$ cat config.mk
export PLATFORM = sky130hd
export DESIGN_NAME = qrs_front
export DESIGN_NICKNAME = d
export VERILOG_FILES = /design/src/rtl/qrs_pkg.sv /design/src/rtl/qrs_front.sv
export SDC_FILE = /design/constraint.sdc
export NUM_CORES = 2
export LEC_CHECK = 0
export ABC_AREA = 1
export BUFFER_PORTS_ARGS = -buffer_cell sky130_fd_sc_hd__clkbuf_2
export CAP_MARGIN = 40
export CORE_ASPECT_RATIO = 0.75
export CORE_UTILIZATION = 54
export DETAILED_ROUTE_END_ITERATION = 16
export GPL_ROUTABILITY_DRIVEN = 0
export PLACE_DENSITY = 0.72
export SLEW_MARGIN = 20
export SYNTH_ARGS = -nofsm -noshare
export SYNTH_HDL_FRONTEND = slang
export SYNTH_SLANG_ARGS = --single-unit
$ cat constraint.sdc
create_clock -name i_clk -period 10.8 [get_ports i_clk]
set_clock_uncertainty 0.15 [all_clocks]
set_input_delay 3.24 -clock i_clk [delete_from_list [all_inputs] [get_ports i_clk]]
set_output_delay 3.24 -clock i_clk [all_outputs]
set_load 0.05 [all_outputs]
$ cat src/rtl/qrs_pkg.sv
`timescale 1ns / 1ps
package qrs_pkg;

    localparam int COEF_WIDTH = 16;
    localparam int FRAC_BITS  = 16;
    localparam int DISC_WIDTH = 34;
    localparam int ROOT_WIDTH = 34;
    localparam int NB_WIDTH   = 33;
    localparam int DEN_WIDTH  = 17;
    localparam int SQ_WIDTH   = 33;
    localparam int SQ_REM_W   = 37;
    localparam int SQ_INT     = 32;
    localparam int SQ_STEPS   = SQ_INT + FRAC_BITS;
    localparam int NUM_WIDTH  = 35;
    localparam int MAG_WIDTH  = 34;
    localparam int DIV_STEPS  = MAG_WIDTH;

    typedef enum logic [1:0] {
        ST_TWO  = 2'd0,
        ST_ONE  = 2'd1,
        ST_NONE = 2'd2,
        ST_BAD  = 2'd3
    } t_status;

    typedef struct packed {
        t_status                       status;
        logic signed [DISC_WIDTH-1:0]  disc;
        logic signed [NB_WIDTH-1:0]    nb;
        logic signed [DEN_WIDTH-1:0]   den;
    } t_side;

endpackage

$ cat src/rtl/qrs_front.sv
`timescale 1ns / 1ps
module qrs_front (
    input  logic                                 i_clk,
    input  logic                                 i_rst_n,
    input  logic                                 i_en,
    input  logic                                 i_valid,
    input  logic signed [qrs_pkg::COEF_WIDTH-1:0] i_coef_a,
    input  logic signed [qrs_pkg::COEF_WIDTH-1:0] i_coef_b,
    input  logic signed [qrs_pkg::COEF_WIDTH-1:0] i_coef_c,
    output logic                                 o_valid,
    output qrs_pkg::t_side                       o_side
);
    import qrs_pkg::*;

    logic                           r_v1;
    logic signed [2*COEF_WIDTH-1:0] r_bb;
    logic signed [2*COEF_WIDTH-1:0] r_ac;
    logic signed [COEF_WIDTH-1:0]   r_a;
    logic signed [COEF_WIDTH-1:0]   r_b;
    logic                           r_v2;
    t_side                          r_side;
    t_side                          n_side;

    always_ff @(posedge i_clk) begin
        if (!i_rst_n) begin
            r_v1 <= 1'b0;
            r_v2 <= 1'b0;
        end else if (i_en) begin
            r_v1 <= i_valid;
            r_v2 <= r_v1;
        end
    end

    always_ff @(posedge i_clk) begin
        if (i_en) begin
            r_bb   <= i_coef_b * i_coef_b;
            r_ac   <= i_coef_a * i_coef_c;
            r_a    <= i_coef_a;
            r_b    <= i_coef_b;
            r_side <= n_side;
        end
    end

    always_comb begin
        n_side.disc = DISC_WIDTH'(r_bb) - (DISC_WIDTH'(r_ac) <<< 2);
        n_side.nb   = -(NB_WIDTH'(r_b) <<< FRAC_BITS);
        n_side.den  = DEN_WIDTH'(r_a) <<< 1;
        if (r_a == '0) begin
            n_side.status = ST_BAD;
        end else if (n_side.disc < 0) begin
            n_side.status = ST_NONE;
        end else if (n_side.disc == '0) begin
            n_side.status = ST_ONE;
        end else begin
            n_side.status = ST_TWO;
        end
    end

    assign o_valid = r_v2;
    assign o_side  = r_side;
endmodule

==> impl_metrics.json <==
{
  "timing.setup.critical_path_class": "in -> reg",
  "timing.max_cap.violations": 0,
  "cp_data_required_time_ns": 10.86,
  "max_stage_delay_ns": 0.52,
  "post_synthesis_sequential_area_ratio": 0.1765,
  "final-setup-viol-count": 0,
  "post_synth.cell_area_avg_sq_um": 8.574,
  "buffer_ports.inserted": 120,
  "dieWidth_um": 263.2,
  "drv_slew": 0,
  "setup_total_negative_slack_ns": 0,
  "via_density_per_instance": 5.035,
  "reg_clk_slew_reported_paths_ns": 0.07,
  "routed_wl_um": 60230,
  "cts_hold_buf": 0,
  "tritoncts_num_sinks": 163,
  "syn_area_sq_um": 27620,
  "synth-warning-count": 0,
  "clock_tree_from_tritoncts": "built",
  "grt_first_pass_wirelength_um": 100400,
  "antenna_violations_before_repair": 1,
  "min_period_over_period": 0.8453,
  "timing.critical_path.cells": "clkbuf_2 > clkinv_1 > nor2_1 > xnor2_1 > ha_1 > a31o_2 > fa_1 > fa_1 > fa_1 > fa_1 > inv_1 > fa_1 > inv_1 > ha_1 > nand2_1 > nor2_1 > inv_1 > nor3_1 > nand4_1 > o2111ai_1 > a21oi_1 > xnor2_1",
  "floorplan.initialDensity": 0.5494,
  "critical_path.max_fanout": 24,
  "grt_total_ovfl": 0,
  "syn_inst": 3222,
  "post_cts_setup_inserts": 0,
  "outcome": "completed",
  "io-pin-count": 139,
  "ys_types": 55,
  "rsz0062_at_grt": "false",
  "placementRows": 71,
  "dr.pass1.iters": 6,
  "fp.coreArea_sq_um": 50280,
  "yosysTopAreaCellShare": 0.3616,
  "synth-seq-cells": 163,
  "number_of_global_route_vias_before_repair": 19830,
  "num_antenna_cells": 0,
  "crit_path_top_delay_cell": "sky130_fd_sc_hd__clkinv_1",
  "floorplan.die_area_sq_um": 52070,
  "timing.slew.headroom": 0.5644,
  "synthFlopType": "sky130_fd_sc_hd__edfxtp_1",
  "drtIter0Drc": 1461,
  "post_synth_main_area_contributors": "sky130_fd_sc_hd__fa_1 (36%), sky130_fd_sc_hd__edfxtp_1 (18%), sky130_fd_sc_hd__inv_1 (13%)",
  "post_cts_resize_count": 0,
  "synth.largest_area_cell": "sky130_fd_sc_hd__fa_1",
  "global_route.usage.total": 0.2470,
  "dominant_cell_by_count_in_the_synthesized_netlist": "sky130_fd_sc_hd__inv_1",
  "layout.nets": 4021,
  "final_number_of_hold_violating_endpoints": 0,
  "maxClockFrequency_mhz": 109.5,
  "grt_max_degree": 68,
  "cp.arrival_ns": 9.19,
  "ys_async_sr_fraction": 0,
  "post_detailed_route_count_of_antenna_violating_nets": 0,
  "avgRoutedWirePerCell_um": 15.28,
  "cp-start-kind": "input port",
  "worst_pin_slew_ns": 0.6520,
  "worst_skew_pair_latency_ns": 0.48,
  "worst_hold_path_type": "reg -> reg",
  "max-clock-path-buffers": 2,
  "cts-root-buf": "sky130_fd_sc_hd__clkbuf_16",
  "tritoncts.num_buffers": 17,
  "num_vias": 19840,
  "final_period_minus_worst_setup_slack_ns": 9.129,
  "ctsHtreeMaxLevel": 4,
  "most_numerous_cell_on_the_critical_path": "sky130_fd_sc_hd__fa_1",
  "dp_hpwl_um": 50880,
  "number_of_enable_flip_flop_cells_after_synthesis": 161,
  "die_h_um": 197.9,
  "critPathCaptureType": "flip-flop",
  "drc": 0,
  "synthTopCellsByCount": "sky130_fd_sc_hd__inv_1 (982), sky130_fd_sc_hd__nand2_1 (717), sky130_fd_sc_hd__fa_1 (499)",
  "syn_to_final_growth_pct": 5.879,
  "fraction_of_final_layout_cells_sized_beyond_drive_strength_1": 0.07339
}
==> critical path: cells and delay by family <==
family | cells | cell delay (ns)
compound gates | 3 | 0.68
simple gates | 5 | 0.96
fa+ha+maj | 7 | 2.94
buf+inv | 5 | 1.09
xor+xnor | 2 | 0.26
==> per-stage QoR <==
step	hold slack (ns)	cells	instance area, sq um	setup slack, ns	util
2_1_floorplan	0.2768	3239	27690	1.956	-
3_3_place_gp	0.2807	3907	28640	1.413	0.5697
3_5_place_dp	0.2862	3908	28670	1.296	0.5702
4_1_cts	0.3026	3940	29220	1.776	0.5811
5_1_grt	0.3167	3941	29250	1.313	0.5817
6_report	0.3043	3941	29250	1.671	0.5817
==> worst paths after layout <==
path / from / to / slack (ns) / cells after the start
setup / recovery: i_coef_b[15] / r_bb[24]$_DFFE_PP_ / 1.67 / 22
hold / removal: r_a[9]$_DFFE_PP_ / o_side[10]$_DFFE_PP_ / 0.30 / 0
setup reg to reg: r_ac[0]$_DFFE_PP_ / o_side[84]$_SDFFCE_PP1P_ / 7.60 / 14
hold reg to reg: r_a[9]$_DFFE_PP_ / o_side[10]$_DFFE_PP_ / 0.30 / 0
==> registers in the layout, indices dropped and copies added (netlist names) <==
name and count:
o_side 67, r_ac 32, r_bb 31, r_a 16, r_b 15, o_valid 1
r_v1 1
==> routing by layer <==
metal / part of all wire / routed length (um) / track usage / vias up
met5: 0.00042 / 25 / 0 / -
met4: 0.020 / 1219 / 0.06498 / 4
li1: - / - / - / 9399
met3: 0.095 / 5701 / 0.05547 / 86
met1: 0.46 / 27670 / 0.3749 / 9586
met2: 0.43 / 25610 / 0.3556 / 769
==> kinds of logic (layout without fill, tap and decap cells) <==
family          Yosys count  after routing  share of synthesized area
compound gates          151            151                    0.03307
flops                   163            163                     0.1765
fa+ha+maj               698            698                     0.4518
simple gates           1000           1000                     0.1526
buf+inv                1104           1149                     0.1526
xor+xnor                105            105                    0.03329
other cells               1             18                  0.0001358
==> final cells by class <==
class / count / area, sq um
Clock buffer: 17 / 425.4
Clock inverter: 15 / 125.1
Fill cell: 4463 / 21030
Inverter: 993 / 3727
Multi-Input combinational cell: 1972 / 18600
Sequential cell: 163 / 4875
Tap cell: 657 / 822.0
Timing Repair Buffer: 124 / 676.9
==> layout by cell type, fill, tap and decap left out, drive strengths merged, types with 2 or more instances in the layout <==
cell type  count
a21o          12
a21oi         69
a221oi         3
a31o           2
a31oi         11
and2           6
buf            5
clkbuf       136
clkinv         8
clkinvlp       2
conb          18
dfxtp          2
edfxtp       161
fa           499
ha           199
inv          998
nand2        737
nand3         59
nand3b         4
nand4         23
nor2         137
nor3          22
nor4           5
o211ai         2
o21a           3
o21ai         32
o21bai        11
o31ai          2
or2            5
xnor2         38
xor2          67
Power is left out: the tool's default activity adds up to more than one toggle a clock period on the data nets, which glitch-free logic cannot reach.
